<file path="config.mk">
export PLATFORM = sky130hd
export DESIGN_NAME = task_slack_sorter
export DESIGN_NICKNAME = d
export VERILOG_FILES = /design/src/hdl/tss_pkg.sv /design/src/hdl/task_slack_sorter.sv /design/src/hdl/tss_ctrl.sv /design/src/hdl/tss_dpath.sv
export SDC_FILE = /design/constraint.sdc
export NUM_CORES = 1
export LEC_CHECK = 0
export BUFFER_PORTS_ARGS = -buffer_cell sky130_fd_sc_hd__buf_2
export CORE_MARGIN = 2
export CORE_UTILIZATION = 58
export CTS_CLUSTER_DIAMETER = 80
export DETAILED_ROUTE_END_ITERATION = 8
export PLACE_DENSITY = 0.78
export SLEW_MARGIN = 20
export SYNTH_ARGS = -nofsm -noshare
export SYNTH_HDL_FRONTEND = slang
export SYNTH_SLANG_ARGS = --single-unit
</file>
<file path="constraint.sdc">
create_clock -name clk -period 5.2 [get_ports clk]
set_input_delay 0 -clock clk [delete_from_list [all_inputs] [get_ports clk]]
set_output_delay 0 -clock clk [all_outputs]
set_load 0.01 [all_outputs]
</file>
<file path="src/hdl/tss_pkg.sv">
package tss_pkg;

  localparam int MAX_TASKS_DEF = 32;
  localparam int TIME_BITS_DEF = 16;
  localparam int FIELD_W       = 16;
  localparam int IDX_OUT_W     = 5;
  localparam int DELAY_W       = 21;
  localparam logic [DELAY_W-1:0] DELAY_MAX = {DELAY_W{1'b1}};

  typedef enum logic [1:0] {
    ST_LOAD,
    ST_SCAN,
    ST_DRAIN,
    ST_EMIT
  } tss_state_t;

  typedef struct packed {
    logic load;       // take one task beat into the store
    logic scan_init;  // restart the selection scan
    logic scan_step;  // issue one store read
    logic emit_done;  // current pick was delivered
    logic clear;      // set finished, back to empty
  } tss_cmd_t;

  typedef struct packed {
    logic scan_last;  // read issued now is the last entry
    logic emit_last;  // pick on offer is the final one
  } tss_sts_t;

endpackage

</file>
<file path="src/hdl/task_slack_sorter.sv">
// task slack sorter
// input channel (in_valid/in_ready): one beat per task carrying exec_time,
// deadline and last_task. beats are taken one per cycle while loading.
// tasks past MAX_TASKS are dropped and flag overflowed for the whole set.
// the beat with last_task high ends the set and starts ordering; in_ready
// stays low until every result of the set has been delivered.
// output channel (out_valid/out_ready): one beat per kept task, arrival index
// in order of largest slack (deadline - exec_time) first, ties lowest index
// first, with total_delay and overflowed repeated and last_result on the
// final beat.
// each result takes a full scan of the slack store through its single
// registered read port and a drain state for the last compare, and out_valid
// rises in the emit state that follows; the next scan starts only once the
// current result has been taken.
// a stalled receiver simply holds the current result; nothing advances.
// synchronous reset empties the store and returns to loading.
module task_slack_sorter
  import tss_pkg::*;
#(
  parameter int MAX_TASKS = MAX_TASKS_DEF,
  parameter int TIME_BITS = TIME_BITS_DEF
) (
  input  logic                 clk,
  input  logic                 rst,
  input  logic                 in_valid,
  output logic                 in_ready,
  input  logic [FIELD_W-1:0]   exec_time,
  input  logic [FIELD_W-1:0]   deadline,
  input  logic                 last_task,
  output logic                 out_valid,
  input  logic                 out_ready,
  output logic [IDX_OUT_W-1:0] task_index,
  output logic [DELAY_W-1:0]   total_delay,
  output logic                 overflowed,
  output logic                 last_result
);

  tss_cmd_t cmd;
  tss_sts_t sts;

  tss_ctrl u_ctrl (
    .clk       (clk),
    .rst       (rst),
    .in_valid  (in_valid),
    .last_task (last_task),
    .out_ready (out_ready),
    .sts       (sts),
    .cmd       (cmd),
    .in_ready  (in_ready),
    .out_valid (out_valid)
  );

  tss_dpath #(
    .MAX_TASKS (MAX_TASKS),
    .TIME_BITS (TIME_BITS)
  ) u_dpath (
    .clk         (clk),
    .rst         (rst),
    .cmd         (cmd),
    .sts         (sts),
    .exec_time   (exec_time),
    .deadline    (deadline),
    .task_index  (task_index),
    .total_delay (total_delay),
    .overflowed  (overflowed),
    .last_result (last_result)
  );

endmodule

</file>
<file path="src/hdl/tss_ctrl.sv">
module tss_ctrl
  import tss_pkg::*;
(
  input  logic     clk,
  input  logic     rst,
  input  logic     in_valid,
  input  logic     last_task,
  input  logic     out_ready,
  input  tss_sts_t sts,
  output tss_cmd_t cmd,
  output logic     in_ready,
  output logic     out_valid
);

  tss_state_t state, state_next;

  always_ff @(posedge clk) begin
    if (rst) begin
      state <= ST_LOAD;
    end else begin
      state <= state_next;
    end
  end

  always_comb begin
    state_next = state;
    cmd        = '0;
    in_ready   = 1'b0;
    out_valid  = 1'b0;
    case (state)
      ST_LOAD: begin
        in_ready = 1'b1;
        if (in_valid) begin
          cmd.load = 1'b1;
          if (last_task) begin
            cmd.scan_init = 1'b1;
            state_next    = ST_SCAN;
          end
        end
      end
      ST_SCAN: begin
        cmd.scan_step = 1'b1;
        if (sts.scan_last) begin
          state_next = ST_DRAIN;
        end
      end
      ST_DRAIN: begin
        // last read data is compared in this cycle
        state_next = ST_EMIT;
      end
      ST_EMIT: begin
        out_valid = 1'b1;
        if (out_ready) begin
          cmd.emit_done = 1'b1;
          if (sts.emit_last) begin
            cmd.clear  = 1'b1;
            state_next = ST_LOAD;
          end else begin
            cmd.scan_init = 1'b1;
            state_next    = ST_SCAN;
          end
        end
      end
      default: begin
        state_next = ST_LOAD;
      end
    endcase
  end

endmodule

</file>
<file path="src/hdl/tss_dpath.sv">
module tss_dpath
  import tss_pkg::*;
#(
  parameter int MAX_TASKS = MAX_TASKS_DEF,
  parameter int TIME_BITS = TIME_BITS_DEF
) (
  input  logic                 clk,
  input  logic                 rst,
  input  tss_cmd_t             cmd,
  output tss_sts_t             sts,
  input  logic [FIELD_W-1:0]   exec_time,
  input  logic [FIELD_W-1:0]   deadline,
  output logic [IDX_OUT_W-1:0] task_index,
  output logic [DELAY_W-1:0]   total_delay,
  output logic                 overflowed,
  output logic                 last_result
);

  localparam int IDX_W = $clog2(MAX_TASKS);
  localparam int CNT_W = $clog2(MAX_TASKS + 1);
  localparam int SLK_W = TIME_BITS + 1;
  localparam int SUM_W = TIME_BITS + CNT_W;
  localparam int EXT_W = (SUM_W > DELAY_W) ? SUM_W : DELAY_W;

  logic signed [SLK_W-1:0] slack_mem [MAX_TASKS];
  logic signed [SLK_W-1:0] rd_slack;
  logic [MAX_TASKS-1:0]    taken;
  logic [CNT_W-1:0]        count;
  logic [CNT_W-1:0]        emit_cnt;
  logic [SUM_W-1:0]        exec_sum;
  logic [SUM_W-1:0]        dl_sum;
  logic                    overflow;
  logic [IDX_W-1:0]        scan_addr;
  logic [IDX_W-1:0]        rd_idx;
  logic                    rd_vld;
  logic [IDX_W-1:0]        best_idx;
  logic signed [SLK_W-1:0] best_slack;
  logic                    found;

  logic [TIME_BITS+FIELD_W-1:0] e_ext, d_ext;
  logic [TIME_BITS-1:0]         e_val, d_val;
  logic signed [SLK_W-1:0]      new_slack;
  logic                         room;
  logic                         cand;
  logic [EXT_W-1:0]             diff;
  logic [IDX_W+IDX_OUT_W-1:0]   idx_ext;

  // mask input fields to the configured time width
  assign e_ext     = (TIME_BITS+FIELD_W)'(exec_time);
  assign d_ext     = (TIME_BITS+FIELD_W)'(deadline);
  assign e_val     = e_ext[TIME_BITS-1:0];
  assign d_val     = d_ext[TIME_BITS-1:0];
  assign new_slack = $signed({1'b0, d_val}) - $signed({1'b0, e_val});
  assign room      = (count != CNT_W'(MAX_TASKS));

  // slack store, one write port for loading and one registered read for the scan
  always_ff @(posedge clk) begin
    if (cmd.load && room) begin
      slack_mem[count[IDX_W-1:0]] <= new_slack;
    end
    rd_slack <= slack_mem[scan_addr];
  end

  always_ff @(posedge clk) begin
    if (rst || cmd.clear) begin
      count    <= '0;
      exec_sum <= '0;
      dl_sum   <= '0;
      overflow <= 1'b0;
      taken    <= '0;
      emit_cnt <= '0;
    end else begin
      if (cmd.load) begin
        if (room) begin
          count    <= count + 1'b1;
          exec_sum <= exec_sum + SUM_W'(e_val);
          dl_sum   <= dl_sum + SUM_W'(d_val);
        end else begin
          overflow <= 1'b1;
        end
      end
      if (cmd.emit_done) begin
        taken[best_idx] <= 1'b1;
        emit_cnt        <= emit_cnt + 1'b1;
      end
    end
  end

  // scan: address counter, one read per cycle, compare in the cycle after the read
  assign cand = rd_vld && !taken[rd_idx] && (!found || rd_slack > best_slack);

  always_ff @(posedge clk) begin
    if (rst) begin
      rd_vld <= 1'b0;
      found  <= 1'b0;
    end else begin
      rd_vld <= cmd.scan_step;
      if (cmd.scan_init) begin
        found <= 1'b0;
      end else if (cand) begin
        found <= 1'b1;
      end
    end
  end

  always_ff @(posedge clk) begin
    rd_idx <= scan_addr;
    if (cmd.scan_init) begin
      scan_addr <= '0;
    end else if (cmd.scan_step) begin
      scan_addr <= scan_addr + 1'b1;
    end
    if (cand) begin
      best_idx   <= rd_idx;
      best_slack <= rd_slack;
    end
  end

  assign sts.scan_last = (CNT_W'(scan_addr) == count - 1'b1);
  assign sts.emit_last = (emit_cnt == count - 1'b1);

  // saturating delay from the two running sums
  assign diff        = (exec_sum > dl_sum) ? EXT_W'(exec_sum - dl_sum) : '0;
  assign total_delay = (diff > EXT_W'(DELAY_MAX)) ? DELAY_MAX : diff[DELAY_W-1:0];
  assign idx_ext     = (IDX_W+IDX_OUT_W)'(best_idx);
  assign task_index  = idx_ext[IDX_OUT_W-1:0];
  assign overflowed  = overflow;
  assign last_result = sts.emit_last;

  a_pick_valid: assert property (@(posedge clk) disable iff (rst)
    cmd.emit_done |-> found && !taken[best_idx])
    else $error("delivered pick not found or already taken");

  a_emit_bound: assert property (@(posedge clk) disable iff (rst)
    cmd.emit_done |-> emit_cnt < count)
    else $error("more picks than stored tasks");

  a_count_bound: assert property (@(posedge clk) disable iff (rst)
    count <= CNT_W'(MAX_TASKS))
    else $error("task count beyond capacity");

  a_clear: assert property (@(posedge clk) disable iff (rst)
    cmd.clear |=> count == '0 && !overflow && taken == '0)
    else $error("set state not cleared");

endmodule
</file>
# ---- Word level (Yosys, flattened, before mapping)
# Memory sizes are Yosys's and may differ from the RTL's. A register that Yosys moved wholly into a read port is not among the register bits.
# Index checks and enable logic that the tools add are counted.
# Widths: inputs -> output; s select.
dict set report op_classes {
  n_addsub 8
  magnitude_cmp 6
  eq_ne 10
  muxes 26
  bitwise 2
  n_reduce_logical 13
}
# operator count
set ops {}
lappend ops {{$add 22x16->22} 2}
lappend ops {{$or 32x32->32} 1}
lappend ops {{$gt 22x21->1 const B} 1}
lappend ops {{$gt 22x22->1} 1}
lappend ops {{$mux 22} 1}
lappend ops {{$sub 22x22->22} 1}
lappend ops {{$mux 21} 1}
lappend ops {{$gt 17x17->1} 1}
lappend ops {{$sub 16x16->17} 1}
lappend ops {{$mux 2} 7}
lappend ops {{$mux 1} 13}
lappend ops {{$add 6x1->6 const B} 2}
lappend ops {{$lt 5x6->1 const B} 2}
lappend ops {{$ne 2x2->1 const B} 4}
lappend ops {{$pmux 2 s4} 1}
lappend ops {{$eq 5x6->1} 1}
lappend ops {{$eq 6x6->1} 1}
lappend ops {{$ne 6x6->1 const B} 1}
lappend ops {{$sub 6x1->6 const B} 1}
lappend ops {{$add 5x1->5 const B} 1}
lappend ops {{$bmux 1 s5} 1}
lappend ops {{$demux 1 s5} 1}
lappend ops {{$ge 5x1->1 const B} 1}
lappend ops {{$eq 2x2->1 const B} 2}
lappend ops {{other kinds (10)} 16}
dict set report totals {
  register_bits 125
  ram_bits 544
  inputBits 37
  output_inout_bits 30
  wordCells 79
  n_memories 1
}
# memory depth word_bits read_ports rd_ports_with_merged_regs wr line_no
set memory_table {}
lappend memory_table {u_dpath.slack_mem 32 17 1 1 1 tss_dpath.sv:25} ;# logic signed [SLK_W-1:0] slack_mem [MAX_TASKS];

# ---- Logic depth before layout (Yosys ltp)
dict set report logic_depth {
  depth_word 6
  depth_mapped 12
  depth_no_buf 10
}

# ---- Modules after synthesis
# A second synthesis with hierarchy kept.
dict set report unflattened {
  hier_cells 1870
  area_unflattened_um2 29854.9
}
# module instances cells_each area_per_inst_um2 seq_area_each_um2
set by_module_without_submodules {}
lappend by_module_without_submodules {tss_dpath 1 1843 29627.2 19358.6}
lappend by_module_without_submodules {tss_ctrl 1 27 227.7 40.0}

# ---- Least setup slack after synthesis
# No wires, ideal clock.
dict set report synth_path {
  path_kind {in2reg}
  from {input deadline[0]}
  to {memory u_dpath.slack_mem[0][12] (netlist bit), data pin}
  setup_ps 615
  arrival_ps 3499
  setup_slack_ps 1085
  stages 8
  n_path_buf 0
  path_cell_list {inv_1 ha_1 fa_1 nor2b_1 o21a_1 o21ai_0 a211o_1 o311ai_0}
}
dict set report synth_via {
  elab_chain_cells 1
}
# item line_no
set synth_lines {}
lappend synth_lines {{start: declaration} task_slack_sorter.sv:28} ;# input logic [FIELD_W-1:0] deadline,
lappend synth_lines {{$sub 16x16->17} tss_dpath.sv:53} ;# assign new_slack = $signed({1'b0, d_val}) - $signed({1'b0, e_val});
lappend synth_lines {{net u_dpath.new_slack[12]} tss_dpath.sv:42} ;# logic signed [SLK_W-1:0] new_slack;
lappend synth_lines {{end: declaration} tss_dpath.sv:25}
# The timed path passes the listed nets, and every way through them passes these cells.

# ---- Worst setup path after layout
dict set report layout_path {
  from {register u_dpath.exec_sum[0]}
  to {output total_delay[11]}
}
dict set report layout_via {
  elab_chain_cells 4
  elab_cells_between_ends 5
  cone_classes {1 x add/sub; 2 x order compare; 2 x mux}
}
# item line_no
set layout_lines {}
lappend layout_lines {{start: declaration} tss_dpath.sv:30} ;# logic [SUM_W-1:0] exec_sum;
lappend layout_lines {{start signal: assignment} tss_dpath.sv:76} ;# exec_sum <= exec_sum + SUM_W'(e_val);
lappend layout_lines {{$sub 22x22->22 / $gt 22x22->1 (equally long branches)} tss_dpath.sv:123} ;# assign diff = (exec_sum > dl_sum) ? EXT_W'(exec_sum - dl_sum) : '0;
lappend layout_lines {{$mux 22 *} tss_dpath.sv:123}
lappend layout_lines {{$gt 22x21->1} tss_dpath.sv:124} ;# assign total_delay = (diff > EXT_W'(DELAY_MAX)) ? DELAY_MAX : diff[DELAY_W-1:0];
lappend layout_lines {{$mux 21 *} tss_dpath.sv:124}
lappend layout_lines {{end: declaration} task_slack_sorter.sv:33} ;# output logic [DELAY_W-1:0] total_delay,
# Every way passes the cells marked *; elsewhere a longest branch is shown, timed or not.

==> results.yml <==
run_status:
  status: "complete, no violations"
place:
  place.gp.congestion: 0.938
  dpl.hpwl_um: 45600
  numPortBuffers: 66
  placed_area_mm2: 0.0322
  post-place-ws_ps: 1910
global_routing:
  grt_pass1_wl_um: 114000
  grt_pass1_vias: 18600
  antenna_found_initial: 1
  overflow: 0
  grt_usage_pct: 28.4
  grt_max_degree: 54
clocking:
  clkTransAtPathRegs_ps: 60
  numCtsBuffers: 69
  cts_setup_buffers: 0
  cts-root-buf: "clkbuf_16"
  cts_tree: "yes"
  cts_buffer_depth: 3
  clock_latency_ps: 610
  ctsHoldBuffers: 13
  cts.sink_count: 686
  htreeDepth: 3
  post_cts_resized: 0
sta:
  setup_ws_ps: 1640
  relSlewSlack_pct: 20.8
  fin_skew_ps: 17.1
  hold_violations: 0
  period_needed_ps: 3560
  holdWs_ps: 28.1
  worst_slew_pin_slew_ps: 1190
  rsz0062_at_grt: "false"
  period_share_pct: 68.4
  setup_tns_ps: 0
  fmax_mhz: 281
  setup_viol: 0
  drv_slew: 0
finish:
  final_area_mm2: 0.0348
  drive_gt1_share_pct: 22.0
  area_growth_pct: 13.3
  final_net_count: 2284
  diodes: 0
power_and_ir_drop:
  p_per_area_mw_per_mm2: 532
  vdd_ir_drop_max_mv: 0.362
  power.total_mw: 18.5
  p_leak_nw: 11.8
synthesis:
  ys_seq_area_share_pct: 63.2
  synth_edf_count: 566
  synth_seq_cells: 686
  synth_commonest_cells: "edfxtp_1, mux4_2, nor2_1"
  syn_inst: 2034
  synth_most_common_cell: "edfxtp_1"
  yosysWarningCount: 0
  synth_nets: 2172
  synth_area_per_cell_um2: 15.1
  synth_area_mm2: 0.0307
  synth_top_area_cell: "edfxtp_1"
  synth_cell_types: 70
  synth_flop_cell: "edfxtp_1"
  synth_top_area_share_pct: 55.3
  synth-async-reset-ratio_pct: 0
  synth_area_leaders: "edfxtp_1, mux4_2, dfxtp_1, ha_1, a21oi_1"
routing:
  wirelength_um: 76900
  firstDrtPassIters: 6
  detail-route-antenna-nets: 0
  routedWlPerCell_um: 26.6
  vias: 18800
  vias_per_cell: 6.50
  drc: 0
  drtIter0Drc: 1884
floorplan:
  initial_core_util_pct: 58.6
  coreArea_mm2: 0.0524
  die_w_um: 234
  num_rows: 84
  dieHeight_um: 234
  design.die.area_mm2: 0.0548
  ioPinCount: 67
worst_setup_path:
  path_class: "flip-flop to output port"
  end_kind: "output port"
  required_ps: 5200
  crit_path_start_kind: "flip-flop"
  worstPathArrival_ps: 3560
  cp_max_fo: 20
job:
  drv_cap: 0
min_path:
  hold_class: "input port to flip-flop"
[layout by cell type, fill, tap and decap left out, drive strengths merged, types with 8 or more instances in the layout]
cell / synthesis / routed
nand2b: 14 / 14
dlygate4sd3: 0 / 13
inv: 89 / 91
a211o: 8 / 8
a31oi: 23 / 23
or3: 13 / 13
clkbuf: 57 / 87
ha: 97 / 97
bufinv: 0 / 10
xor2: 24 / 24
mux2: 17 / 17
o21ai: 61 / 61
nand3: 25 / 25
nor4: 8 / 8
clkinv: 0 / 22
xnor2: 34 / 34
dfxtp: 120 / 120
a21oi: 143 / 143
nor2: 146 / 146
nand4: 17 / 17
nand2: 90 / 90
nand3b: 10 / 10
mux2i: 8 / 8
nor3b: 9 / 9
nor3: 29 / 29
buf: 36 / 121
o211ai: 18 / 18
and3: 13 / 13
o31ai: 8 / 8
nor2b: 14 / 14
and2: 11 / 11
o21a: 20 / 20
a211oi: 31 / 31
a21o: 21 / 21
mux4: 178 / 178
edfxtp: 566 / 566
[registers in the layout, summed over array words and instances, names as in the netlist, 5 cells and up]
signal,count
u_dpath.task_index,5
u_dpath.slack_mem,544
u_dpath.rd_slack,17
u_dpath.rd_idx,5
u_dpath.count,6
u_dpath.emit_cnt,6
u_dpath.best_slack,17
u_dpath.scan_addr,5
u_dpath.dl_sum,22
u_dpath.taken,32
u_dpath.exec_sum,22
[cells by family (layout without fill, tap and decap cells)]
family | count (synthesis) | after routing | share of synthesized area (%)
simple gates | 416 | 416 | 6.56
buf+inv | 182 | 348 | 2.39
fa+ha+maj | 101 | 101 | 4.21
compound gates | 386 | 386 | 7.93
flops | 686 | 686 | 63.2
xor+xnor | 60 | 60 | 1.80
mux | 203 | 203 | 13.9
[final cells by class]
cell class                      count  area [µm²]
Sequential cell                   686       19400
Fill cell                        3433       17600
Multi-Input combinational cell   1166       10900
Clock buffer                       87        1870
Timing Repair Buffer              134         930
Tap cell                          688         861
Clock inverter                     38         480
Inverter                           89         334
[worst paths after layout]
check                           cells after the start                               end  slack [ps]                             start
worst max-delay path                               12                   total_delay[11]        1640  u_dpath.exec_sum[0]$_SDFFE_PP0P_
worst min-delay path                                4   u_dpath.dl_sum[10]$_SDFFE_PP0P_          30                       deadline[9]
worst max register to register                      7  u_dpath.exec_sum[1]$_SDFFE_PP0P_        1740     u_dpath.count[2]$_SDFFE_PP0P_
worst min register to register                      0  u_dpath.best_slack[12]$_DFFE_PP_         450      u_dpath.rd_slack[12]$_DFF_P_
[critical path: stages, from the launching register on]
cell      delay (ps)
dfxtp_1          340
inv_1             60
ha_1             160
inv_1             60
fa_1             420
a211oi_1         260
nor2_1           130
o211ai_1         560
a21oi_1          220
o21bai_1         190
buf_4            270
a31oi_1          110
buf_2            180
[routing by layer]
metal  GRT usage, %  share of wire, %  vias up  wire length (µm)
li1               -                 -     8218                 -
met1           37.3                38     9421             29300
met2           47.9                50      956             38700
met3           5.16               8.0      176              6140
met4           10.1               3.6        2              2780
met5              0             0.017        -                13
[report_power, final]
group / switching (mW) / internal [mW]
Sequential: 0.427 / 6.52
Combinational: 3.60 / 2.80
Clock: 2.11 / 3.06
[through the flow]
| step | utilization [%] | cells |
|---|---|---|
| after floorplan | - | 2034 |
| after global routing | 66.4 | 2888 |
| after global placement | 61.4 | 2746 |
| after CTS | 66.2 | 2885 |
| after detailed placement | 61.4 | 2747 |
| final | 66.4 | 2888 |
Power figures use the tool's default switching activity.
